<file path="src/assert_macros.svh">
// ----------------------------------------------------------------------------
// Assertion macros
// Shared helpers for concurrent assertions in the RTL.
// ----------------------------------------------------------------------------
`ifndef ASSERT_MACROS_SVH
`define ASSERT_MACROS_SVH
// Assert that prop holds on every clock edge outside reset.
`define ASSERT_ALWAYS(label, clk, rst, prop) \
   label: assert property (@(posedge clk) disable iff (rst) (prop)) \
      else $error("assertion failed");
// Assert that an antecedent implies the consequent in the next cycle.
`define ASSERT_NEXT(label, clk, rst, ante, cons) \
   label: assert property (@(posedge clk) disable iff (rst) (ante) |=> (cons)) \
      else $error("assertion failed");
`endif

</file>
<file path="src/ecpa_pkg.sv">
// ----------------------------------------------------------------------------
// ecpa_pkg
// Types and codes shared by the prime-field point adder.
// ----------------------------------------------------------------------------
package ecpa_pkg;

   // Field width of every coordinate, register and result.
   localparam int unsigned W = 31;

   typedef struct packed {
      logic [W-1:0] first_x;
      logic [W-1:0] first_y;
      logic [W-1:0] second_x;
      logic [W-1:0] second_y;
   } req_type;

   typedef struct packed {
      logic [W-1:0] sum_x;
      logic [W-1:0] sum_y;
      logic         no_inverse;
   } rsp_type;

   localparam logic CSR_PRIME = 1'b0;
   localparam logic CSR_COEFF = 1'b1;

   // Arithmetic unit operations.
   typedef enum logic [2:0] {
      OP_MUL,
      OP_RED,
      OP_INV
   } op_type;

   // Arithmetic unit states.
   typedef enum logic [1:0] {
      U_IDLE,
      U_MUL,
      U_RED,
      U_INV
   } unit_state_type;

   typedef enum logic [4:0] {
      ST_IDLE,
      ST_RED,
      ST_RED_WAIT,
      ST_SETUP,
      ST_SQ,
      ST_SQ_WAIT,
      ST_DEN,
      ST_INV,
      ST_INV_WAIT,
      ST_M,
      ST_M_WAIT,
      ST_MM,
      ST_MM_WAIT,
      ST_X3,
      ST_MY,
      ST_MY_WAIT,
      ST_DONE
   } state_type;

   typedef struct packed {
      logic   go;
      op_type op;
   } unit_ctl_type;

endpackage

</file>
<file path="src/ecpa_unit.sv">
// ----------------------------------------------------------------------------
// ecpa_unit
// Bit-serial modular arithmetic: multiply, reduce and binary inversion.
// ----------------------------------------------------------------------------
module ecpa_unit #(
   parameter int unsigned FIELD_BITS = 31
) (
   input  logic                    clock,
   input  logic                    reset,
   input  ecpa_pkg::unit_ctl_type  ctl,
   input  logic [FIELD_BITS-1:0]   p,
   input  logic [FIELD_BITS-1:0]   opa,
   input  logic [FIELD_BITS-1:0]   opb,
   output logic                    done,
   output logic                    fail,
   output logic [FIELD_BITS-1:0]   res
);

   localparam int unsigned N  = FIELD_BITS;
   localparam int unsigned CW = $clog2(2*N+2) + 1;

   ecpa_pkg::unit_state_type st_ff, st_in;
   logic [N:0]    acc_ff, acc_in;       // running value, one bit of headroom
   logic [N-1:0]  sh_ff, sh_in;         // shifting operand
   logic [N:0]    u_ff, u_in, v_ff, v_in;
   logic [N:0]    x1_ff, x1_in, x2_ff, x2_in;
   logic [CW-1:0] cnt_ff, cnt_in;
   logic          done_in, fail_in;
   logic [N-1:0]  res_in;

   logic [N+1:0] dbl, dsum;
   logic [N:0]   half1, half2, usub, vsub;

   // Halve modulo p: add p first when odd (p is odd).
   function automatic logic [N:0] halve(input logic [N:0] x, input logic [N-1:0] m);
      logic [N+1:0] t;
      begin
         t = x[0] ? ({1'b0, x} + {2'b0, m}) : {1'b0, x};
         halve = t[N+1:1];
      end
   endfunction

   always_comb begin
      st_in   = st_ff;
      acc_in  = acc_ff;
      sh_in   = sh_ff;
      u_in    = u_ff;
      v_in    = v_ff;
      x1_in   = x1_ff;
      x2_in   = x2_ff;
      cnt_in  = cnt_ff;
      done_in = 1'b0;
      fail_in = 1'b0;
      res_in  = acc_ff[N-1:0];
      dbl     = '0;
      dsum    = '0;
      half1   = '0;
      half2   = '0;
      usub    = '0;
      vsub    = '0;
      case (st_ff)
         ecpa_pkg::U_IDLE: begin
            if (ctl.go) begin
               cnt_in = '0;
               case (ctl.op)
                  ecpa_pkg::OP_MUL: begin
                     st_in  = ecpa_pkg::U_MUL;
                     acc_in = '0;
                     sh_in  = opb;
                  end
                  ecpa_pkg::OP_RED: begin
                     // Shift-in reduction of opa, one bit per cycle.
                     st_in  = ecpa_pkg::U_RED;
                     acc_in = '0;
                     sh_in  = opa;
                  end
                  ecpa_pkg::OP_INV: begin
                     st_in = ecpa_pkg::U_INV;
                     u_in  = {1'b0, opa};
                     v_in  = {1'b0, p};
                     x1_in = {{N{1'b0}}, 1'b1};
                     x2_in = '0;
                  end
                  default: st_in = ecpa_pkg::U_IDLE;
               endcase
            end
         end
         ecpa_pkg::U_MUL, ecpa_pkg::U_RED: begin
            // acc = 2*acc (+ bit when reducing, + opa when multiplying) mod p, acc below p.
            dbl = {acc_ff, 1'b0};
            if (st_ff == ecpa_pkg::U_RED) begin
               dbl[0] = sh_ff[N-1];
            end
            if (dbl >= {2'b0, p}) begin
               dbl = dbl - {2'b0, p};
            end
            dsum = dbl;
            if (st_ff == ecpa_pkg::U_MUL && sh_ff[N-1]) begin
               dsum = dbl + {2'b0, opa};
               if (dsum >= {2'b0, p}) begin
                  dsum = dsum - {2'b0, p};
               end
            end
            acc_in = dsum[N:0];
            sh_in  = {sh_ff[N-2:0], 1'b0};
            cnt_in = cnt_ff + 1'b1;
            if (cnt_ff == CW'(N-1)) begin
               st_in   = ecpa_pkg::U_IDLE;
               done_in = 1'b1;
               res_in  = dsum[N-1:0];
            end
         end
         ecpa_pkg::U_INV: begin
            // Binary extended GCD; x1*a = u, x2*a = v (mod p).
            if (u_ff == '0 || cnt_ff == CW'(2*N+1)) begin
               st_in   = ecpa_pkg::U_IDLE;
               done_in = 1'b1;
               fail_in = 1'b1;
               res_in  = '0;
            end else if (u_ff == {{N{1'b0}}, 1'b1}) begin
               st_in   = ecpa_pkg::U_IDLE;
               done_in = 1'b1;
               res_in  = x1_ff[N-1:0];
            end else if (v_ff == {{N{1'b0}}, 1'b1}) begin
               st_in   = ecpa_pkg::U_IDLE;
               done_in = 1'b1;
               res_in  = x2_ff[N-1:0];
            end else begin
               cnt_in = cnt_ff + 1'b1;
               half1  = halve(x1_ff, p);
               half2  = halve(x2_ff, p);
               if (!u_ff[0]) begin
                  u_in  = u_ff >> 1;
                  x1_in = half1;
                  cnt_in = cnt_ff;
               end else if (!v_ff[0]) begin
                  v_in  = v_ff >> 1;
                  x2_in = half2;
                  cnt_in = cnt_ff;
               end else if (u_ff >= v_ff) begin
                  usub  = u_ff - v_ff;
                  u_in  = usub;
                  x1_in = (x1_ff >= x2_ff) ? (x1_ff - x2_ff)
                                           : (x1_ff + {1'b0, p} - x2_ff);
               end else begin
                  vsub  = v_ff - u_ff;
                  v_in  = vsub;
                  x2_in = (x2_ff >= x1_ff) ? (x2_ff - x1_ff)
                                           : (x2_ff + {1'b0, p} - x1_ff);
               end
               // Both odd and equal above one means a common factor.
               if (u_ff[0] && v_ff[0] && u_ff == v_ff) begin
                  st_in   = ecpa_pkg::U_IDLE;
                  done_in = 1'b1;
                  fail_in = 1'b1;
                  res_in  = '0;
               end
            end
         end
         default: st_in = ecpa_pkg::U_IDLE;
      endcase
   end

   always_ff @(posedge clock) begin
      if (reset) begin
         st_ff <= ecpa_pkg::U_IDLE;
         done  <= 1'b0;
         fail  <= 1'b0;
      end else begin
         st_ff <= st_in;
         done  <= done_in;
         fail  <= fail_in;
      end
      acc_ff <= acc_in;
      sh_ff  <= sh_in;
      u_ff   <= u_in;
      v_ff   <= v_in;
      x1_ff  <= x1_in;
      x2_ff  <= x2_in;
      cnt_ff <= cnt_in;
      res    <= res_in;
   end

endmodule

</file>
<file path="src/ec_point_add_prime_field.sv">
// ----------------------------------------------------------------------------
// ec_point_add_prime_field
// Affine point addition on y^2 = x^3 + ax + b over a prime field.
// ----------------------------------------------------------------------------
// Channel  Ports                        Direction  Beat
// req      start, busy, req_data        in         start & !busy
// rsp      rsp_valid, rsp_data          out        rsp_valid, one cycle
// csr      csr_we, csr_index, csr_data  in         csr_we
//
// Five reductions and three products run through one shared bit-serial
// unit, a doubling adds a squaring, and the binary inversion runs there
// too; steps that do not use the unit sit between them. A modulus below
// three goes straight to the final state and ends in a flagged result.
// Reset is synchronous; the registers return to p = 2^31-1 and a = 0.
// busy stays high from the accepted beat until the result strobe.
// The receiver cannot stall; the result is shown for exactly one cycle.
// ----------------------------------------------------------------------------
`include "assert_macros.svh"

module ec_point_add_prime_field (
   input  logic                     clock,
   input  logic                     reset,
   input  logic                     start,
   output logic                     busy,
   input  ecpa_pkg::req_type        req_data,
   output logic                     rsp_valid,
   output ecpa_pkg::rsp_type        rsp_data,
   input  logic                     csr_we,
   input  logic                     csr_index,
   input  logic [ecpa_pkg::W-1:0]   csr_data
);

   localparam int unsigned N = ecpa_pkg::W;

   ecpa_pkg::state_type state_ff, state_in;

   logic [N-1:0] p_ff, a_ff;
   // Working registers: reduced coordinates, coefficient and temporaries.
   logic [N-1:0] x1_ff, x1_in, y1_ff, y1_in, x2_ff, x2_in, y2_ff, y2_in;
   logic [N-1:0] ca_ff, ca_in, num_ff, num_in, den_ff, den_in, m_ff, m_in;
   logic [N-1:0] x3_ff, x3_in;
   logic [2:0]   ridx_ff, ridx_in;
   logic         bad_ff, bad_in;
   ecpa_pkg::rsp_type out_ff, out_in;
   logic         outv_ff, outv_in;

   ecpa_pkg::unit_ctl_type ctl;
   logic [N-1:0] opa, opb, ures;
   logic         udone, ufail;

   function automatic logic [N-1:0] msub(input logic [N-1:0] x, input logic [N-1:0] y,
                                          input logic [N-1:0] m);
      msub = (x >= y) ? (x - y) : (m - (y - x));
   endfunction

   function automatic logic [N-1:0] madd(input logic [N-1:0] x, input logic [N-1:0] y,
                                          input logic [N-1:0] m);
      logic [N:0] s;
      begin
         s = {1'b0, x} + {1'b0, y};
         if (s >= {1'b0, m}) begin
            s = s - {1'b0, m};
         end
         madd = s[N-1:0];
      end
   endfunction

   ecpa_unit #(.FIELD_BITS(N)) u_unit (
      .clock (clock),
      .reset (reset),
      .ctl   (ctl),
      .p     (p_ff),
      .opa   (opa),
      .opb   (opb),
      .done  (udone),
      .fail  (ufail),
      .res   (ures)
   );

   always_ff @(posedge clock) begin
      if (reset) begin
         p_ff <= N'(2147483647);
         a_ff <= '0;
      end else if (csr_we) begin
         case (csr_index)
            ecpa_pkg::CSR_PRIME: p_ff <= csr_data;
            ecpa_pkg::CSR_COEFF: a_ff <= csr_data;
            default: ;
         endcase
      end
   end

   // The value handed to the reducer for each of the five operands.
   logic [N-1:0] red_src;
   always_comb begin
      case (ridx_ff)
         3'd0:    red_src = x1_ff;
         3'd1:    red_src = y1_ff;
         3'd2:    red_src = x2_ff;
         3'd3:    red_src = y2_ff;
         default: red_src = ca_ff;
      endcase
   end

   always_comb begin
      state_in = state_ff;
      x1_in = x1_ff; y1_in = y1_ff; x2_in = x2_ff; y2_in = y2_ff;
      ca_in = ca_ff; num_in = num_ff; den_in = den_ff; m_in = m_ff;
      x3_in = x3_ff; ridx_in = ridx_ff; bad_in = bad_ff;
      out_in  = out_ff;
      outv_in = 1'b0;
      ctl.go  = 1'b0;
      ctl.op  = ecpa_pkg::OP_MUL;
      opa = red_src;
      opb = '0;
      case (state_ff)
         ecpa_pkg::ST_IDLE: begin
            if (start) begin
               x1_in = req_data.first_x;
               y1_in = req_data.first_y;
               x2_in = req_data.second_x;
               y2_in = req_data.second_y;
               ca_in = a_ff;
               ridx_in = '0;
               bad_in  = (p_ff < N'(3));
               state_in = (p_ff < N'(3)) ? ecpa_pkg::ST_DONE : ecpa_pkg::ST_RED;
            end
         end
         ecpa_pkg::ST_RED: begin
            ctl.go = 1'b1;
            ctl.op = ecpa_pkg::OP_RED;
            state_in = ecpa_pkg::ST_RED_WAIT;
         end
         ecpa_pkg::ST_RED_WAIT: begin
            if (udone) begin
               case (ridx_ff)
                  3'd0:    x1_in = ures;
                  3'd1:    y1_in = ures;
                  3'd2:    x2_in = ures;
                  3'd3:    y2_in = ures;
                  default: ca_in = ures;
               endcase
               ridx_in  = ridx_ff + 1'b1;
               state_in = (ridx_ff == 3'd4) ? ecpa_pkg::ST_SETUP : ecpa_pkg::ST_RED;
            end
         end
         ecpa_pkg::ST_SETUP: begin
            if (x1_ff == x2_ff && y1_ff == y2_ff) begin
               state_in = ecpa_pkg::ST_SQ;
            end else begin
               num_in = msub(y2_ff, y1_ff, p_ff);
               den_in = msub(x2_ff, x1_ff, p_ff);
               state_in = ecpa_pkg::ST_DEN;
            end
         end
         ecpa_pkg::ST_SQ: begin
            ctl.go = 1'b1;
            opa = x1_ff;
            opb = x1_ff;
            state_in = ecpa_pkg::ST_SQ_WAIT;
         end
         ecpa_pkg::ST_SQ_WAIT: begin
            opa = x1_ff;
            opb = x1_ff;
            if (udone) begin
               num_in = madd(madd(madd(ures, ures, p_ff), ures, p_ff), ca_ff, p_ff);
               den_in = madd(y1_ff, y1_ff, p_ff);
               state_in = ecpa_pkg::ST_DEN;
            end
         end
         ecpa_pkg::ST_DEN: begin
            if (den_ff == '0) begin
               bad_in   = 1'b1;
               state_in = ecpa_pkg::ST_DONE;
            end else begin
               state_in = ecpa_pkg::ST_INV;
            end
         end
         ecpa_pkg::ST_INV: begin
            ctl.go = 1'b1;
            ctl.op = ecpa_pkg::OP_INV;
            opa = den_ff;
            state_in = ecpa_pkg::ST_INV_WAIT;
         end
         ecpa_pkg::ST_INV_WAIT: begin
            if (udone) begin
               bad_in = ufail;
               den_in = ures;
               state_in = ufail ? ecpa_pkg::ST_DONE : ecpa_pkg::ST_M;
            end
         end
         ecpa_pkg::ST_M: begin
            ctl.go = 1'b1;
            opa = num_ff;
            opb = den_ff;
            state_in = ecpa_pkg::ST_M_WAIT;
         end
         ecpa_pkg::ST_M_WAIT: begin
            opa = num_ff;
            opb = den_ff;
            if (udone) begin
               m_in = ures;
               state_in = ecpa_pkg::ST_MM;
            end
         end
         ecpa_pkg::ST_MM: begin
            ctl.go = 1'b1;
            opa = m_ff;
            opb = m_ff;
            state_in = ecpa_pkg::ST_MM_WAIT;
         end
         ecpa_pkg::ST_MM_WAIT: begin
            opa = m_ff;
            opb = m_ff;
            if (udone) begin
               x3_in = msub(msub(ures, x1_ff, p_ff), x2_ff, p_ff);
               state_in = ecpa_pkg::ST_X3;
            end
         end
         ecpa_pkg::ST_X3: begin
            num_in = msub(x1_ff, x3_ff, p_ff);
            state_in = ecpa_pkg::ST_MY;
         end
         ecpa_pkg::ST_MY: begin
            ctl.go = 1'b1;
            opa = m_ff;
            opb = num_ff;
            state_in = ecpa_pkg::ST_MY_WAIT;
         end
         ecpa_pkg::ST_MY_WAIT: begin
            opa = m_ff;
            opb = num_ff;
            if (udone) begin
               m_in = msub(ures, y1_ff, p_ff);
               state_in = ecpa_pkg::ST_DONE;
            end
         end
         ecpa_pkg::ST_DONE: begin
            outv_in = 1'b1;
            out_in.no_inverse = bad_ff;
            out_in.sum_x = bad_ff ? '0 : x3_ff;
            out_in.sum_y = bad_ff ? '0 : m_ff;
            state_in = ecpa_pkg::ST_IDLE;
         end
         default: state_in = ecpa_pkg::ST_IDLE;
      endcase
   end

   always_ff @(posedge clock) begin
      if (reset) begin
         state_ff <= ecpa_pkg::ST_IDLE;
         outv_ff  <= 1'b0;
      end else begin
         state_ff <= state_in;
         outv_ff  <= outv_in;
      end
      x1_ff <= x1_in; y1_ff <= y1_in; x2_ff <= x2_in; y2_ff <= y2_in;
      ca_ff <= ca_in; num_ff <= num_in; den_ff <= den_in; m_ff <= m_in;
      x3_ff <= x3_in; ridx_ff <= ridx_in; bad_ff <= bad_in;
      out_ff <= out_in;
   end

   assign busy      = (state_ff != ecpa_pkg::ST_IDLE);
   assign rsp_valid = outv_ff;
   assign rsp_data  = out_ff;

   // The final state is always followed by a result strobe.
   `ASSERT_NEXT(a_strobe_after_done, clock, reset,
      state_ff == ecpa_pkg::ST_DONE, rsp_valid)
   // No strobe while work is still going on.
   `ASSERT_ALWAYS(a_no_strobe_busy, clock, reset,
      !(rsp_valid && state_ff != ecpa_pkg::ST_IDLE))
   // A flagged result carries zero coordinates.
   `ASSERT_ALWAYS(a_flag_zeros, clock, reset,
      !(rsp_valid && rsp_data.no_inverse) || (rsp_data.sum_x == '0 && rsp_data.sum_y == '0))

endmodule
</file>
<file path="config.mk">
export PLATFORM = sky130hd
export DESIGN_NAME = ec_point_add_prime_field
export DESIGN_NICKNAME = d
export VERILOG_FILES = /design/src/ecpa_pkg.sv /design/src/ecpa_unit.sv /design/src/ec_point_add_prime_field.sv
export VERILOG_INCLUDE_DIRS = /design/src /design/src/src
export SDC_FILE = /design/constraint.sdc
export NUM_CORES = 2
export LEC_CHECK = 0
export ABC_AREA = 0
export CORE_ASPECT_RATIO = 1.75
export CORE_MARGIN = 2
export CORE_UTILIZATION = 25
export CTS_CLUSTER_SIZE = 24
export DETAILED_ROUTE_END_ITERATION = 10
export DONT_BUFFER_PORTS = 1
export HOLD_SLACK_MARGIN = 0.1
export PLACE_DENSITY_LB_ADDON = 0.25
export SYNTH_ARGS = -nofsm -noshare
export SYNTH_HDL_FRONTEND = slang
export SYNTH_SLANG_ARGS = --single-unit
</file>
<file path="constraint.sdc">
create_clock -name clock -period 41.1 [get_ports clock]
set_input_delay 2.055 -clock clock [delete_from_list [all_inputs] [get_ports clock]]
set_output_delay 2.055 -clock clock [all_outputs]
set_load 0.1 [all_outputs]
</file>
# Word-level counts from Yosys, hierarchy flattened
# Cells that the tools add are included.
# totals
register_bits	647
latchBits	0
ramBits	0
mem_bits_ro	0
inputBits	160
out_inout_bits	65
word_cells	352
memories	0
# classes
addsub	41
mul	0
div_mod_pow	0
magnitude_cmp	16
eq_ne	60
shift	0
muxes	151
bitwise_logic	2
reduce_logical	51
# ops
cell	count
$mux W31	41
$mux W32	38
$sub A31 B31 Y31	22
$pmux W31 S2	9
$pmux W31 S4	3
$pmux W32 S2	5
$sub A32 B32 Y32	6
$ge A31 B31 Y1	6
$pmux W31 S3	2
$mux W33	4
$add A31 B31 Y32	4
$ge A32 B31 Y1	4
$ge A32 B32 Y1	3
$pmux W5 S16	1
$add A32 B31 Y33	2
$ge A33 B31 Y1	2
$add A32 B31 Y32	2
$eq A32 B1 Y1 const B	2
$eq A31 B31 Y1	2
$mux W5	10
$mux W7	6
$eq A5 B4 Y1 const B	8
$add A33 B31 Y33	1
$sub A33 B31 Y33	1
49 further kinds	137

# Depth between registers and ports, before layout
# depth
ltp_word	15
mapped_depth	68
ltp_nobuf	63

# Hierarchy
# From an unflattened synthesis, not the netlist that was laid out.
# hier_totals
cells_unflattened	10555
hier_area_um2	85748.5
# by_module_without_submodules
module	n_inst	cells_per_inst	area_per_inst_um2	seq_area_each_um2
ec_point_add_prime_field	1	6507	53466.3	11751.3
ecpa_unit	1	4048	32282.2	6646.4

# Least setup slack after synthesis
# Ideal clock, no wire load.
# synth_path
path_kind	reg-to-reg
startpoint	reg p_ff[1]
endpoint	reg num_ff[10] (data pin)
setup_time_ps	272
arrival_ps	12892
required_time_ps	40828
setup_slack_ps	27937
path_stages_with_launch	65
path_buffers	6
period_less_slack_ps	13163
cell_sequence	dfxtp_1 > inv_1 > fa_1 > a21o_1 > a21oi_1 > o21a_1 > o31ai_1 > a311oi_1 > o31ai_1 > a21oi_1 > o21ai_1 > o221ai_1 > a21o_1 > clkbuf_1 > buf_2 > buf_2 > nor2_1 > ha_1 > (+29 left out) > o31ai_1 > a211oi_1 > o211ai_1 > a31oi_1 > o221ai_1 > o211a_1 > nor3_1 > a21oi_1 > xnor2_1 > ha_1 > nand3_1 > a211oi_1 > o21ai_0 > nand3_1 > buf_1 > buf_2 > mux2i_1 > o211ai_1
# synth_via
elab_chain_cells	14
word_cells_on_any_way	22
cone_classes	add/sub: 7; order compare: 3; mux: 12
# synth_rtl
element	line	rtl
from (decl)	ec_point_add_prime_field.sv:37	logic [N-1:0] p_ff, a_ff;
from (signal assigned)	ec_point_add_prime_field.sv:86	ecpa_pkg::CSR_PRIME: p_ff <= csr_data;
$sub A31 B31 Y31 / $ge A32 B31 Y1 (equally long branches)	ec_point_add_prime_field.sv:62, ec_point_add_prime_field.sv:61	
$mux W31	ec_point_add_prime_field.sv:61	if (s >= {1'b0, m}) begin
$mux W31	ec_point_add_prime_field.sv:165	if (udone) begin
$mux W31	ec_point_add_prime_field.sv:116	case (state_ff)
$add A31 B31 Y32	ec_point_add_prime_field.sv:60	s = {1'b0, x} + {1'b0, y};
$sub A31 B31 Y31 / $ge A32 B31 Y1 (equally long branches)	ec_point_add_prime_field.sv:62, ec_point_add_prime_field.sv:61	
$mux W31	ec_point_add_prime_field.sv:61	
$mux W31	ec_point_add_prime_field.sv:165	
$mux W31	ec_point_add_prime_field.sv:116	
$add A31 B31 Y32	ec_point_add_prime_field.sv:60	
$sub A31 B31 Y31 / $ge A32 B31 Y1 (equally long branches)	ec_point_add_prime_field.sv:62, ec_point_add_prime_field.sv:61	
$mux W31	ec_point_add_prime_field.sv:61	
$mux W31	ec_point_add_prime_field.sv:165	
$pmux W31 S3 *	ec_point_add_prime_field.sv:116	
named net num_in[10]	ec_point_add_prime_field.sv:40	logic [N-1:0] ca_ff, ca_in, num_ff, num_in, den_ff, den_in, m_ff, m_in;
to (signal assigned)	ec_point_add_prime_field.sv:258	ca_ff <= ca_in; num_ff <= num_in; den_ff <= den_in; m_ff <= m_in;
to (decl)	ec_point_add_prime_field.sv:40	
# Mark *: on every way through the listed nets, which the timed path passes. The rest lies on a longest branch. The select of a mux whose other input is x is not followed.
# A chain may end at the register's enable or synchronous reset.

# Worst setup path after layout
# layout_path
startpoint	reg p_ff[0]
endpoint	reg num_ff[29] (data pin)
# Same word-level chain as after synthesis.

==> results.sh <==
export IMPL_status="finished with violations"
export IMPL_violations="DRC, capacitance limit"
export IMPL_cts_root_buffer="clkbuf_16"
export IMPL_critical_path_class="flip-flop to flip-flop"
export IMPL_clock_sinks=647
export IMPL_rsz0062_at_grt="false"
export IMPL_period_share_pct=41.1
export IMPL_drt_iter0_drc=7457
export IMPL_max_freq_mhz=59.2
export IMPL_synth_top_area_share_pct=19.3
export IMPL_final_cell_count_no_fill=14896
export IMPL_ys_seq_area_share_pct=21.8
export IMPL_clk_pin_slew_ns=0.07
export IMPL_slew_headroom_pct=0.961
export IMPL_cp_start_kind="flip-flop"
export IMPL_ios=225
export IMPL_drc=1
export IMPL_holdCritPathClass="flip-flop to flip-flop"
export IMPL_track_usage_pct=30.2
export IMPL_ys_ff_latch=647
export IMPL_drt_wl_total_mm=532
export IMPL_finClkSkew_ns=0.0503
export IMPL_avgViaCountPerCell=5.70
export IMPL_period_minus_slack_ns=16.90
export IMPL_fin_area_um2=94000
export IMPL_worst_pin_slew_ns=1.47
export IMPL_clock_path_buffers=3
export IMPL_grt_pass1_vias=86822
export IMPL_htreeDepth=3
export IMPL_synth_common_cells="inv_1, a21oi_1, ha_1"
export IMPL_arrival_ns=17.37
export IMPL_finalMaxSlewViolations=0
export IMPL_hold_buffers=0
export IMPL_required_ns=41.57
export IMPL_antenna_found_initial=70
export IMPL_cts_tree="yes"
export IMPL_drv_cap=1
export IMPL_dieWidth_um=444
export IMPL_synthToLayoutAreaGrowth_pct=11.2
export IMPL_dr_pass1_iters=11
export IMPL_syn_avg_cell_area_um2=8.16
export IMPL_grt_max_degree=73
export IMPL_yosys_warnings=0
export IMPL_regArea_um2=18400
export IMPL_tns_ns=0
export IMPL_hold_viol=0
export IMPL_gp_congestion=1.06
export IMPL_async_flop_share_pct=0
export IMPL_placementRows=282
export IMPL_synthFlopType="edfxtp_1"
export IMPL_synth_top_cells_by_area="edfxtp_1, ha_1, fa_1"
export IMPL_synth_area_um2=84600
export IMPL_cpMostUsedCell="a21oi_1"
export IMPL_yosysTopAreaCell="edfxtp_1"
export IMPL_vias=84911
export IMPL_numCtsBuffers=77
export IMPL_yosysMostFrequentCell="inv_1"
export IMPL_fin_nets=11744
export IMPL_nFillCells=36713
export IMPL_netlist_instances=10358
export IMPL_grt_pass1_wl_mm=714
export IMPL_end_kind="flip-flop"
export IMPL_setup_violations=0
export IMPL_synth_fp_nets=11752
export IMPL_start_util_pct=25.1
export IMPL_dieArea_um2=343000
export IMPL_drive_above_1_share_pct=5.65
export IMPL_core_area_um2=337000
export IMPL_slowest_delay_ns=0.57
export IMPL_synth_enable_flop_cells=544
export IMPL_port_buffers=0
export IMPL_synthDistinctLibCells=99
export IMPL_hpwl_mm=442
export IMPL_wire_per_inst_um=35.7
export IMPL_worstPathMaxFanout=48
export IMPL_holdWs_ns=0.481
export IMPL_placement_cell_area_um2=91200
export IMPL_crit_path_top_delay_cell="o21ai_0"
export IMPL_clk_insertion_delay_late_ns=0.79
export IMPL_dpl_cell_count=14671
export IMPL_multi_input_area_um2=61300
export IMPL_die_h_um=773
export IMPL_post_cts_setup_buffer_count=0
export IMPL_cts_resized=0
export IMPL_detail_route_antenna_nets=0
export IMPL_grt_overflow=0
## through the flow
| stage | utilization [%] | setup WS [ns] |
|---|---|---|
| after floorplan | - | 27.94 |
| final | 27.9 | 24.20 |
| after detailed placement | 27.1 | 24.62 |
| after global routing | 27.9 | 23.50 |
| after global placement | 27.1 | 24.66 |
| after CTS | 27.8 | 24.53 |
## cell families (layout without fill, tap and decap cells)
family                   Yosys count  count (layout)  share of synthesized area, %
flip-flops                       647             647                          21.8
AND/OR/NAND/NOR                 2567            2567                          14.1
adder cells (fa/ha/maj)         1234            1234                          20.6
multiplexers                     125             125                          1.52
AO/OA/AOI/OAI                   3599            3599                          27.6
XOR/XNOR                         780             780                          8.09
other                              0              80                             0
buffers and inverters           1406            1462                          6.32
## critical path, delay by kind of cell, from the launching register on
kind	cells	cell delay, ns
fa+ha+maj	6	2.23
simple gates	6	1.10
flops	1	0.31
compound gates	40	10.22
buf+inv	7	2.23
xor+xnor	2	0.38
## final cells by class
cell class	instances	share of cell area [%]
Multi-Input combinational cell	8305	65.2
Sequential cell	647	19.6
Tap cell	4402	5.86
Inverter	1037	4.14
Clock buffer	96	2.27
Timing Repair Buffer	282	2.26
Clock inverter	47	0.533
Antenna cell	80	0.213
## state kept, by name, indices dropped and copies added (netlist names), 2 cells and up
signal	flops
rsp_data	63
u_unit.st_ff	2
u_unit.cnt_ff	7
u_unit.v_ff	32
u_unit.x1_ff	32
x2_ff	31
p_ff	31
x1_ff	31
u_unit.u_ff	32
u_unit.sh_ff	31
den_ff	31
u_unit.acc_ff	32
u_unit.res	31
y2_ff	31
state_ff	5
x3_ff	31
ca_ff	31
a_ff	31
y1_ff	31
num_ff	31
m_ff	31
u_unit.x2_ff	32
ridx_ff	3
## cells in the final DEF, fill, tap and decap left out, types with 263 or more instances in the layout
cell type and instances:
fa_1 263, o21ai_0 681, nand2_1 753, xnor2_1 520
inv_1 1032, edfxtp_1 544, a21oi_1 1012, nor2_1 791
a21o_1 521, buf_4 280, ha_1 968
## final timing paths
| kind | from | end | slack, ns | depth (start not counted) |
|---|---|---|---|---|
| setup / recovery | p_ff[0] | num_ff[29] | 24.20 | 61 |
| hold / removal | a_ff[6] | a_ff[6] | 0.48 | 2 |
| setup reg to reg | p_ff[0] | num_ff[29] | 24.20 | 61 |
| hold reg to reg | a_ff[6] | a_ff[6] | 0.48 | 2 |
## routing by layer
layer	up-vias	part of all wire, %	wire (um)	GRT usage [%]
met5	-	0.032	169	0
met4	26	14	76300	35.2
met3	1852	5.4	29000	5.58
met2	3887	50	267000	54.3
met1	41594	30	160000	26.2
li1	37552	-	-	-
Power is left out: the tool's default activity adds up to more than one toggle a clock period on the data nets, which glitch-free logic cannot reach.
